===== src/hw/rtl/mbd_pkg.sv =====
// ============================================================================
// mbd_pkg
// Shared types, codes and wait tables for the memory bus decoder.
// ============================================================================
package mbd_pkg;

    localparam int ADDR_W   = 32;
    localparam int DATA_W   = 32;
    localparam int OFFSET_W = 25;
    localparam int CYCLES_W = 5;
    localparam int ROT_W    = 5;
    localparam int WC_W     = 16;

    // access size codes
    localparam logic [1:0] SIZE_BYTE = 2'd0;
    localparam logic [1:0] SIZE_HALF = 2'd1;
    localparam logic [1:0] SIZE_WORD = 2'd2;

    // target codes
    localparam logic [3:0] TGT_NONE    = 4'd0;
    localparam logic [3:0] TGT_BIOS    = 4'd1;
    localparam logic [3:0] TGT_EWRAM   = 4'd2;
    localparam logic [3:0] TGT_IWRAM   = 4'd3;
    localparam logic [3:0] TGT_IO      = 4'd4;
    localparam logic [3:0] TGT_PALETTE = 4'd5;
    localparam logic [3:0] TGT_VRAM    = 4'd6;
    localparam logic [3:0] TGT_OAM     = 4'd7;
    localparam logic [3:0] TGT_ROM     = 4'd8;

    // region codes, address bits 27:24
    localparam logic [3:0] REG_BIOS    = 4'h0;
    localparam logic [3:0] REG_EWRAM   = 4'h2;
    localparam logic [3:0] REG_IWRAM   = 4'h3;
    localparam logic [3:0] REG_IO      = 4'h4;
    localparam logic [3:0] REG_PALETTE = 4'h5;
    localparam logic [3:0] REG_VRAM    = 4'h6;
    localparam logic [3:0] REG_OAM     = 4'h7;
    localparam logic [3:0] REG_SRAM_LO = 4'hE;
    localparam logic [3:0] REG_SRAM_HI = 4'hF;

    typedef struct packed {
        logic                command;
        logic [ADDR_W-1:0]   address;
        logic [1:0]          access_size;
        logic                sequential;
        logic [DATA_W-1:0]   write_data;
    } acc_t;

    typedef struct packed {
        logic [3:0]          target;
        logic [OFFSET_W-1:0] offset;
        logic                write_enable;
        logic [DATA_W-1:0]   store_value;
        logic [1:0]          store_size;
        logic [ROT_W-1:0]    bios_rotate;
        logic [CYCLES_W-1:0] cycles;
    } res_t;

    // first-access waits {4, 3, 2, 8}
    function automatic logic [3:0] first_wait(input logic [1:0] idx);
        logic [3:0] w;
        case (idx)
            2'd0:    w = 4'd4;
            2'd1:    w = 4'd3;
            2'd2:    w = 4'd2;
            default: w = 4'd8;
        endcase
        return w;
    endfunction

    // sequential waits {2,1}, {4,1}, {8,1} for areas 0..2
    function automatic logic [3:0] seq_wait(input logic [1:0] area, input logic sel);
        logic [3:0] w;
        if (sel)
        begin
            w = 4'd1;
        end
        else
        begin
            case (area)
                2'd0:    w = 4'd2;
                2'd1:    w = 4'd4;
                default: w = 4'd8;
            endcase
        end
        return w;
    endfunction

endpackage


===== src/hw/rtl/mbd_cost.sv =====
// ============================================================================
// mbd_cost
// Access cycle cost from region, width, sequential flag and wait control.
// ============================================================================
module mbd_cost (
    input  logic [3:0]                  region,
    input  logic                        wide,
    input  logic                        seq,
    input  logic [mbd_pkg::WC_W-1:0]    wait_control,
    output logic [mbd_pkg::CYCLES_W-1:0] cycles
);
    import mbd_pkg::*;

    logic       is_cart;
    logic [1:0] area;
    logic [1:0] n_idx;
    logic       s_sel;
    logic [CYCLES_W-1:0] n_cyc;
    logic [CYCLES_W-1:0] s_cyc;

    assign is_cart = region[3] && !(region[2] && region[1]);
    assign area    = region[2:1];

    always_comb
    begin
        case (area)
            2'd0:
            begin
                n_idx = wait_control[3:2];
                s_sel = wait_control[4];
            end
            2'd1:
            begin
                n_idx = wait_control[6:5];
                s_sel = wait_control[7];
            end
            default:
            begin
                n_idx = wait_control[9:8];
                s_sel = wait_control[10];
            end
        endcase
    end

    assign n_cyc = {1'b0, first_wait(n_idx)} + 5'd1;
    assign s_cyc = {1'b0, seq_wait(area, s_sel)} + 5'd1;

    always_comb
    begin
        case (region)
            REG_EWRAM:
                cycles = wide ? 5'd6 : 5'd3;
            REG_PALETTE, REG_VRAM:
                cycles = wide ? 5'd2 : 5'd1;
            REG_SRAM_LO, REG_SRAM_HI:
                cycles = {1'b0, first_wait(wait_control[1:0])} + 5'd1;
            default:
            begin
                if (is_cart)
                begin
                    if (wide)
                        cycles = seq ? (s_cyc + s_cyc) : (n_cyc + s_cyc);
                    else
                        cycles = seq ? s_cyc : n_cyc;
                end
                else
                begin
                    cycles = 5'd1;
                end
            end
        endcase
    end

endmodule


===== src/hw/rtl/mbd_decode.sv =====
// ============================================================================
// mbd_decode
// Region decode, alignment, offset masking and store formation for one item.
// ============================================================================
module mbd_decode (
    input  mbd_pkg::acc_t               acc,
    input  logic [mbd_pkg::WC_W-1:0]    wait_control,
    output mbd_pkg::res_t               res
);
    import mbd_pkg::*;

    logic [1:0]          size;
    logic                wide;
    logic [ADDR_W-1:0]   a;
    logic [7:0]          region;
    logic                low_map;
    logic [CYCLES_W-1:0] cost;
    logic [DATA_W-1:0]   sval;

    always_comb
    begin
        if (acc.access_size == SIZE_BYTE)
            size = SIZE_BYTE;
        else if (acc.access_size == SIZE_HALF)
            size = SIZE_HALF;
        else
            size = SIZE_WORD;
    end

    assign wide = (size == SIZE_WORD);

    always_comb
    begin
        a = acc.address;
        if (size == SIZE_HALF)
            a[0] = 1'b0;
        else if (size == SIZE_WORD)
            a[1:0] = 2'b00;
    end

    assign region  = a[31:24];
    assign low_map = (region[7:4] == 4'h0);

    mbd_cost u_cost (
        .region       (region[3:0]),
        .wide         (wide),
        .seq          (acc.sequential),
        .wait_control (wait_control),
        .cycles       (cost)
    );

    always_comb
    begin
        case (size)
            SIZE_BYTE: sval = {24'd0, acc.write_data[7:0]};
            SIZE_HALF: sval = {16'd0, acc.write_data[15:0]};
            default:   sval = acc.write_data;
        endcase
    end

    always_comb
    begin
        res.target       = TGT_NONE;
        res.offset       = '0;
        res.write_enable = 1'b0;
        res.store_value  = sval;
        res.store_size   = size;
        res.bios_rotate  = '0;
        res.cycles       = cost;

        if (low_map)
        begin
            case (region[3:0])
                REG_BIOS:
                begin
                    res.target = TGT_BIOS;
                    res.offset = {a[24:2], 2'b00};
                    if (!acc.command)
                        res.bios_rotate = {a[1:0], 3'b000};
                end
                REG_EWRAM:
                begin
                    res.target       = TGT_EWRAM;
                    res.offset       = {7'd0, a[17:0]};
                    res.write_enable = acc.command;
                end
                REG_IWRAM:
                begin
                    res.target       = TGT_IWRAM;
                    res.offset       = {10'd0, a[14:0]};
                    res.write_enable = acc.command;
                end
                REG_IO:
                begin
                    res.target       = TGT_IO;
                    res.offset       = {1'b0, a[23:0]};
                    res.write_enable = acc.command;
                end
                REG_PALETTE, REG_VRAM:
                begin
                    if (region[3:0] == REG_PALETTE)
                    begin
                        res.target = TGT_PALETTE;
                        res.offset = {15'd0, a[9:0]};
                    end
                    else
                    begin
                        // upper 32K mirrors back onto 0x10000
                        res.target = TGT_VRAM;
                        res.offset = {8'd0, a[16], a[15] & ~a[16], a[14:0]};
                    end
                    res.write_enable = acc.command;
                    if (acc.command && size == SIZE_BYTE)
                    begin
                        res.offset[0]   = 1'b0;
                        res.store_value = {16'd0, acc.write_data[7:0],
                                           acc.write_data[7:0]};
                        res.store_size  = SIZE_HALF;
                    end
                end
                REG_OAM:
                begin
                    res.target = TGT_OAM;
                    res.offset = {15'd0, a[9:0]};
                    if (acc.command)
                    begin
                        if (size == SIZE_BYTE)
                            res.cycles = '0;
                        else
                            res.write_enable = 1'b1;
                    end
                end
                default:
                begin
                    if (region[3] && !(region[2] && region[1]))
                    begin
                        res.target = TGT_ROM;
                        res.offset = a[24:0];
                    end
                end
            endcase
        end

        if (!res.write_enable)
        begin
            res.store_value = '0;
            res.store_size  = SIZE_BYTE;
        end
    end

endmodule


===== src/hw/rtl/memory_bus_decode_waitstate_top.sv =====
// ============================================================================
// memory_bus_decode_waitstate_top
// Bus access decoder: target, offset, store and wait-state cycle cost.
// ============================================================================
// Usage:
//   Input channel (in_valid / in_stall) carries one bus access per item:
//   command, address, access_size, sequential, write_data.
//   Output channel (out_valid / out_stall) returns one result item per access:
//   target, offset, write_enable, store_value, store_size, bios_rotate,
//   cycles.
//   wait_control is loaded when wait_control_we is high; load it only while
//   no item is in flight.
//   The input register loads at the accepting edge; the result register
//   loads from the decode between them once the output side is free, and
//   out_valid rises with it.
//   Throughput: one item per cycle unless stalled (single decode stage).
//   Reset clears both valid flags and wait_control to zero.
//   When out_stall is high the result register holds; the input register
//   keeps accepting until it too is full, then in_stall rises.
// ============================================================================
module memory_bus_decode_waitstate_top (
    input  logic                            clk,
    input  logic                            rst_n,
    input  logic                            wait_control_we,
    input  logic [mbd_pkg::WC_W-1:0]        wait_control_data,
    input  logic                            in_valid,
    output logic                            in_stall,
    input  logic                            command,
    input  logic [mbd_pkg::ADDR_W-1:0]      address,
    input  logic [1:0]                      access_size,
    input  logic                            sequential,
    input  logic [mbd_pkg::DATA_W-1:0]      write_data,
    output logic                            out_valid,
    input  logic                            out_stall,
    output logic [3:0]                      target,
    output logic [mbd_pkg::OFFSET_W-1:0]    offset,
    output logic                            write_enable,
    output logic [mbd_pkg::DATA_W-1:0]      store_value,
    output logic [1:0]                      store_size,
    output logic [mbd_pkg::ROT_W-1:0]       bios_rotate,
    output logic [mbd_pkg::CYCLES_W-1:0]    cycles
);
    import mbd_pkg::*;

    logic [WC_W-1:0] wait_control_reg;
    logic [WC_W-1:0] wait_control_next;
    logic            in_valid_reg;
    logic            in_valid_next;
    acc_t            acc_reg;
    acc_t            acc_next;
    logic            out_valid_reg;
    logic            out_valid_next;
    res_t            res_reg;
    res_t            res_next;
    res_t            res_dec;
    logic            out_free;
    logic            s1_move;
    logic            in_take;

    mbd_decode u_decode (
        .acc          (acc_reg),
        .wait_control (wait_control_reg),
        .res          (res_dec)
    );

    assign out_free = !out_valid_reg || !out_stall;
    assign s1_move  = in_valid_reg && out_free;
    assign in_stall = in_valid_reg && !out_free;
    assign in_take  = in_valid && !in_stall;

    always_comb
    begin
        wait_control_next = wait_control_we ? wait_control_data : wait_control_reg;
        in_valid_next     = in_take || (in_valid_reg && !out_free);
        acc_next          = acc_reg;
        if (in_take)
        begin
            acc_next.command     = command;
            acc_next.address     = address;
            acc_next.access_size = access_size;
            acc_next.sequential  = sequential;
            acc_next.write_data  = write_data;
        end
        out_valid_next = s1_move || (out_valid_reg && out_stall);
        res_next       = s1_move ? res_dec : res_reg;
    end

    always_ff @(posedge clk or negedge rst_n)
    begin
        if (!rst_n)
        begin
            wait_control_reg <= '0;
            in_valid_reg     <= 1'b0;
            out_valid_reg    <= 1'b0;
        end
        else
        begin
            wait_control_reg <= wait_control_next;
            in_valid_reg     <= in_valid_next;
            out_valid_reg    <= out_valid_next;
        end
    end

    always_ff @(posedge clk)
    begin
        acc_reg <= acc_next;
        res_reg <= res_next;
    end

    assign out_valid    = out_valid_reg;
    assign target       = res_reg.target;
    assign offset       = res_reg.offset;
    assign write_enable = res_reg.write_enable;
    assign store_value  = res_reg.store_value;
    assign store_size   = res_reg.store_size;
    assign bios_rotate  = res_reg.bios_rotate;
    assign cycles       = res_reg.cycles;

`ifndef SYNTHESIS
    a_stall_needs_item: assert property (@(posedge clk) disable iff (!rst_n)
        in_stall |-> in_valid_reg)
        else $error("in_stall raised with empty input register");

    a_item_advances: assert property (@(posedge clk) disable iff (!rst_n)
        (in_valid_reg && !in_stall) |=> out_valid_reg)
        else $error("item left input register but no result appeared");

    a_we_target: assert property (@(posedge clk) disable iff (!rst_n)
        (out_valid && write_enable) |->
            (target == TGT_EWRAM || target == TGT_IWRAM || target == TGT_IO ||
             target == TGT_PALETTE || target == TGT_VRAM || target == TGT_OAM))
        else $error("store to a read-only or unmapped target");

    a_none_target: assert property (@(posedge clk) disable iff (!rst_n)
        (out_valid && target == TGT_NONE) |-> (offset == '0 && !write_enable))
        else $error("unmapped access with nonzero offset or store");

    a_no_store_zero: assert property (@(posedge clk) disable iff (!rst_n)
        (out_valid && !write_enable) |-> (store_value == '0 && store_size == SIZE_BYTE))
        else $error("store fields set without write enable");
`endif

endmodule


===== config.mk =====
export PLATFORM = sky130hd
export DESIGN_NAME = memory_bus_decode_waitstate_top
export DESIGN_NICKNAME = d
export VERILOG_FILES = /design/src/hw/rtl/mbd_pkg.sv /design/src/hw/rtl/mbd_cost.sv /design/src/hw/rtl/mbd_decode.sv /design/src/hw/rtl/memory_bus_decode_waitstate_top.sv
export SDC_FILE = /design/constraint.sdc
export NUM_CORES = 1
export LEC_CHECK = 0
export CORE_UTILIZATION = 62
export CTS_CLUSTER_SIZE = 30
export DETAILED_ROUTE_END_ITERATION = 8
export DONT_BUFFER_PORTS = 1
export PLACE_DENSITY_LB_ADDON = 0.12
export SLEW_MARGIN = 20
export SYNTH_ARGS = -nofsm -noshare
export SYNTH_HDL_FRONTEND = slang
export SYNTH_SLANG_ARGS = --single-unit

===== constraint.sdc =====
create_clock -name clk -period 8.7 [get_ports clk]
set_input_delay 0.87 -clock clk [delete_from_list [all_inputs] [get_ports clk]]
set_output_delay 0.87 -clock clk [all_outputs]
set_load 0.05 [all_outputs]

=== Word-level counts from Yosys, hierarchy flattened ===
Index checks and enable logic that the tools add are counted.

* Logic and storage cells: 103
* Output and inout bits: 76
* Register bits after elaboration: 155
* Input bits: 89

* Reductions and logical operators: 27
* Muxes and demuxes: 35
* Bitwise logic cells: 4
* Equal/unequal tests: 16
* Add/sub/neg operators: 5

{| class="wikitable"
|+ Operators with widths
! cell !! count
|-
| 29-bit one-hot mux with 6 select lines || 1
|-
| 34-bit two-way mux || 2
|-
| 32-bit one-hot mux with 2 select lines || 1
|-
| 45-bit two-way mux || 1
|-
| 5-bit two-way mux || 9
|-
| 29-bit two-way mux || 1
|-
| 27-bit two-way mux || 1
|-
| 4-bit one-hot mux with 3 select lines || 2
|-
| 4-bit by 3-bit == test with 1-bit output (second input constant) || 4
|-
| 4-bit by 1-bit adder with 5-bit output (second input constant) || 3
|-
| 5-bit one-hot mux with 3 select lines || 1
|-
| 5-bit adder || 2
|-
| 2-bit by 1-bit == test with 1-bit output (second input constant) || 5
|-
| 2-bit logical NOT || 5
|-
| 4-bit by 2-bit == test with 1-bit output (second input constant) || 2
|-
| 4-bit == test (second input constant) || 2
|-
| 4-bit logical NOT || 2
|-
| 2-bit two-way mux || 4
|-
| 4-bit two-way mux || 2
|-
| 4-bit one-hot mux with 2 select lines || 1
|-
| 1-bit logical AND || 7
|-
| 2-bit == test (second input constant) || 3
|-
| 1-bit logical NOT || 5
|-
| 1-bit two-way mux || 5
|-
| other kinds (10) || 16
|}

=== Logic depth before layout (Yosys ltp) ===
* Depth in word-level cells: 14
* Mapped depth: 10
* Gate-level depth less buffers: 9

=== By module ===
Synthesis repeated with hierarchy kept, for this count alone.

* Cell total of the unflattened synthesis: 383
* Area total of the unflattened synthesis: 6387.4 um2

{| class="wikitable"
|+ Modules (own cells, without submodules)
! module !! area an instance (um2) !! instances !! cells an instance
|-
| memory_bus_decode_waitstate_top || 4999.8 || 1 || 184
|-
| mbd_decode || 882.1 || 1 || 130
|-
| mbd_cost || 505.5 || 1 || 69
|}

=== Worst setup path after synthesis ===
No wires, ideal clock.

* Kind: input-to-reg
* From: in out_stall
* To: reg res_reg, in the netlist bios_rotate[3] (enable)
* Stages: 1
* Slack: 2080 ps
* Setup time: 609 ps
* Data required time: 8091 ps
* Data arrival time: 6011 ps
* Cell sequence: a21boi_0

* Longest elaborated chain between the ends: 3

{| class="wikitable"
|+ Ends and longest elaborated chain
! element !! RTL line !! source
|-
| start, declared || memory_bus_decode_waitstate_top.sv:34 || <nowiki>input logic out_stall,</nowiki>
|-
| 1-bit logical NOT || memory_bus_decode_waitstate_top.sv:66 || <nowiki>assign out_free = !out_valid_reg || !out_stall;</nowiki>
|-
| 1-bit logical OR || memory_bus_decode_waitstate_top.sv:66 ||
|-
| 1-bit logical AND || memory_bus_decode_waitstate_top.sv:67 || <nowiki>assign s1_move = in_valid_reg && out_free;</nowiki>
|-
| end signal, assigned || memory_bus_decode_waitstate_top.sv:107 || <nowiki>res_reg <= res_next;</nowiki>
|-
| end, declared || memory_bus_decode_waitstate_top.sv:53 || <nowiki>res_t res_reg;</nowiki>
|}

No other way between the ends.
A chain may end at the register's enable or synchronous reset.

==> metrics <==
status finished clean; vias per cell about 5.8; starting density of the core 0.637; max-cap violation count 0; Max H-tree Level 4; fraction of layout instances using a drive strength above 1 0.140; max reg flops about 70; Die Y 99.5 um; Final HPWL DP ~6.4 mm; critical path peak fanout 20; Leak 2.38 nW; CTS tree built; Layout Nets 460; CTS sink count ~150; clock slew at reported path FFs around 0.070 ns; register area share after synthesis 0.764; CP arrival approximately 3.5 ns; crit path kind flop to flop; synth warn 0; worst vdd ir roughly 150 uV; Slew HR 0.407; min Tclk post-route roughly 3.3 ns; die area 9890 sq um; Final TNS setup 0 ns; post-synth top area cell edfxtp_1; Chip Width 99.5 um; Async SR Flop Fraction 0.0855; Clock Latency Late Sink between 0.5 and 0.6 ns; Yosys reg bits 152; largest net degree at the start of global routing 72; WP data required between 8 and 9 ns; routed wire length per instance ~19 um; total CTS buffers 17; clock buffer depth 2; TritonRoute pass-1 iters 4; postcts setup bufs 0; Non-Filler Instances 508; Resized cells post-CTS 0; Worst Max-Slew Pin Slew around 0.89 ns; RSZ-0062 raised after global routing no; DR DRC count 0; layout overhead on the synthesized area 11.3%; post-route ant nets 0; final hold vios 0; Hold Buf Count CTS 0; Reg2Reg Depth 8; GRT Overall Usage 0.207; IO Pins approximately 170; # rows 35; I/O Buffers 0; Setup Skew 0.00681 ns; Cells after Synth roughly 360; vias in the first global route about 2900; top cells by area, synth edfxtp_1, dfrtp_1, and2_1, mux2_2, nor2_1; final WL roughly 9.6 mm; Pins Over Slew Limit 0; unique cell type count in the Yosys netlist 59; pwr/cell area roughly 260 nW/um^2; core region area 9240 sq um; ANT cells 0; Final Core Density 0.710; initial antenna violation count 0; first-pass GRT wire length approximately 15 mm; placed cells 476; top_reg_cell synth edfxtp_1; Placer Congestion about 0.80; GR Overflow Total 0; synthesized area per cell between 15 and 20 sq um; final worst path period share 0.375; Critical Path End Type flop; top-area cell type share of the netlist area 0.709; Max Clk Rate ~300 MHz; Final setup viols 0; number of synthesized flops with an enable pin 139; Post-Syn Area just under 6000 sq um; vias between 2000 and 3000; CTS root buf clkbuf_8; Hold Crit Class input pin to async pin; drt first-iter violations 150; Startpoint Class flop
[cells in the mapped netlist (2+ instances only)]
cell type	instances
nor4_1	3
buf_4	4
and2_1	44
mux2i_1	5
edfxtp_1	139
inv_1	6
dfrtp_1	13
clkbuf_1	8
ha_1	4
nor2_1	23
a211oi_1	2
nor3_1	5
xor2_1	2
and3_1	4
nand2b_1	2
o21ai_0	7
a22o_1	2
a21oi_1	5
o2bb2ai_1	2
or3_1	2
buf_6	2
nor2b_1	2
a21o_1	5
mux2_2	10
a22oi_1	9
buf_2	3
a21boi_0	3
nand2_1	10
nand3_1	5
[routing by layer]
layer	up-vias	global-route usage	wire length, um
met4	0	0.0962	99
met1	1422	0.250	3820
met3	8	0.0808	849
li1	1363	-	-
met5	-	0	0
met2	128	0.330	4810
[power breakdown]
part	leakage, nW	switching (mW)	internal [mW]
Clock	0.273	0.305	0.391
Combinational	0.590	0.0523	0.0290
Sequential	1.52	0.102	0.857
[per-stage QoR]
stage | hold WS [ns] | worst slack (ns) | power, mW | instance area [sq um]
floorplan | 0.443 | 2.08 | 1.04 | 5900
global placement | 0.464 | 5.49 | 1.05 | 5980
detailed placement | 0.493 | 5.46 | 1.06 | 5980
CTS | 0.0285 | 5.45 | 1.75 | 6560
global route | 0.0196 | 5.21 | 1.79 | 6560
finish | 0.0503 | 5.44 | 1.74 | 6560
[cell type report]
class | count | area [sq um]
clock inverter | 15 | 158
timing repair buffer | 2 | 15.0
fill | 586 | 2680
inverter | 7 | 26.3
clock buffer | 17 | 414
sequential | 152 | 4500
tap | 129 | 161
multi-input combinational | 186 | 1280
[worst paths after layout]
kind | startpoint | to | slack (ns)
max in group asynchronous | rst_n | wait_control_reg[1]$_DFFE_PN0P_ | 8.58
max | acc_reg[60]$_DFFE_PP_ | cycles[2]$_DFFE_PP_ | 5.44
min | rst_n | in_valid_reg$_DFF_PN0_ | 0.05
max reg2reg | acc_reg[60]$_DFFE_PP_ | cycles[2]$_DFFE_PP_ | 5.44
min reg2reg | in_valid_reg$_DFF_PN0_ | out_valid$_DFF_PN0_ | 0.50
min in group clk | write_data[25] | acc_reg[25]$_DFFE_PP_ | 0.45
[layout by cell type, fill, tap and decap left out, drive strengths merged, types with 5 or more instances in the layout]
| cell type | synthesis | final |
|---|---|---|
| nand2 | 10 | 10 |
| dfrtp | 13 | 13 |
| edfxtp | 139 | 139 |
| clkbuf | 8 | 17 |
| a22oi | 9 | 9 |
| and2 | 44 | 44 |
| a21oi | 5 | 5 |
| mux2 | 10 | 10 |
| mux2i | 5 | 5 |
| o21ai | 7 | 7 |
| nand3 | 5 | 5 |
| inv | 7 | 15 |
| nor3 | 5 | 5 |
| nor2 | 24 | 24 |
| a21o | 5 | 5 |
[kinds of logic after synthesis]
family | after synthesis | synth area share
mux | 15 | 0.0276
compound gates | 46 | 0.0574
fa+ha+maj | 5 | 0.0119
xor+xnor | 3 | 0.00446
simple gates | 114 | 0.112
other cells | 1 | 0.000637
flops | 152 | 0.764
buf+inv | 25 | 0.0217
[critical path: stages, from the launching register on]
cell      delay (ns)
edfxtp_1        0.82
mux2i_1         0.17
a211oi_1        0.61
a21oi_1         0.16
ha_1            0.24
fa_1            0.42
xor2_1          0.18
a32o_1          0.26
a21o_1          0.15
Power figures use the tool's default switching activity.
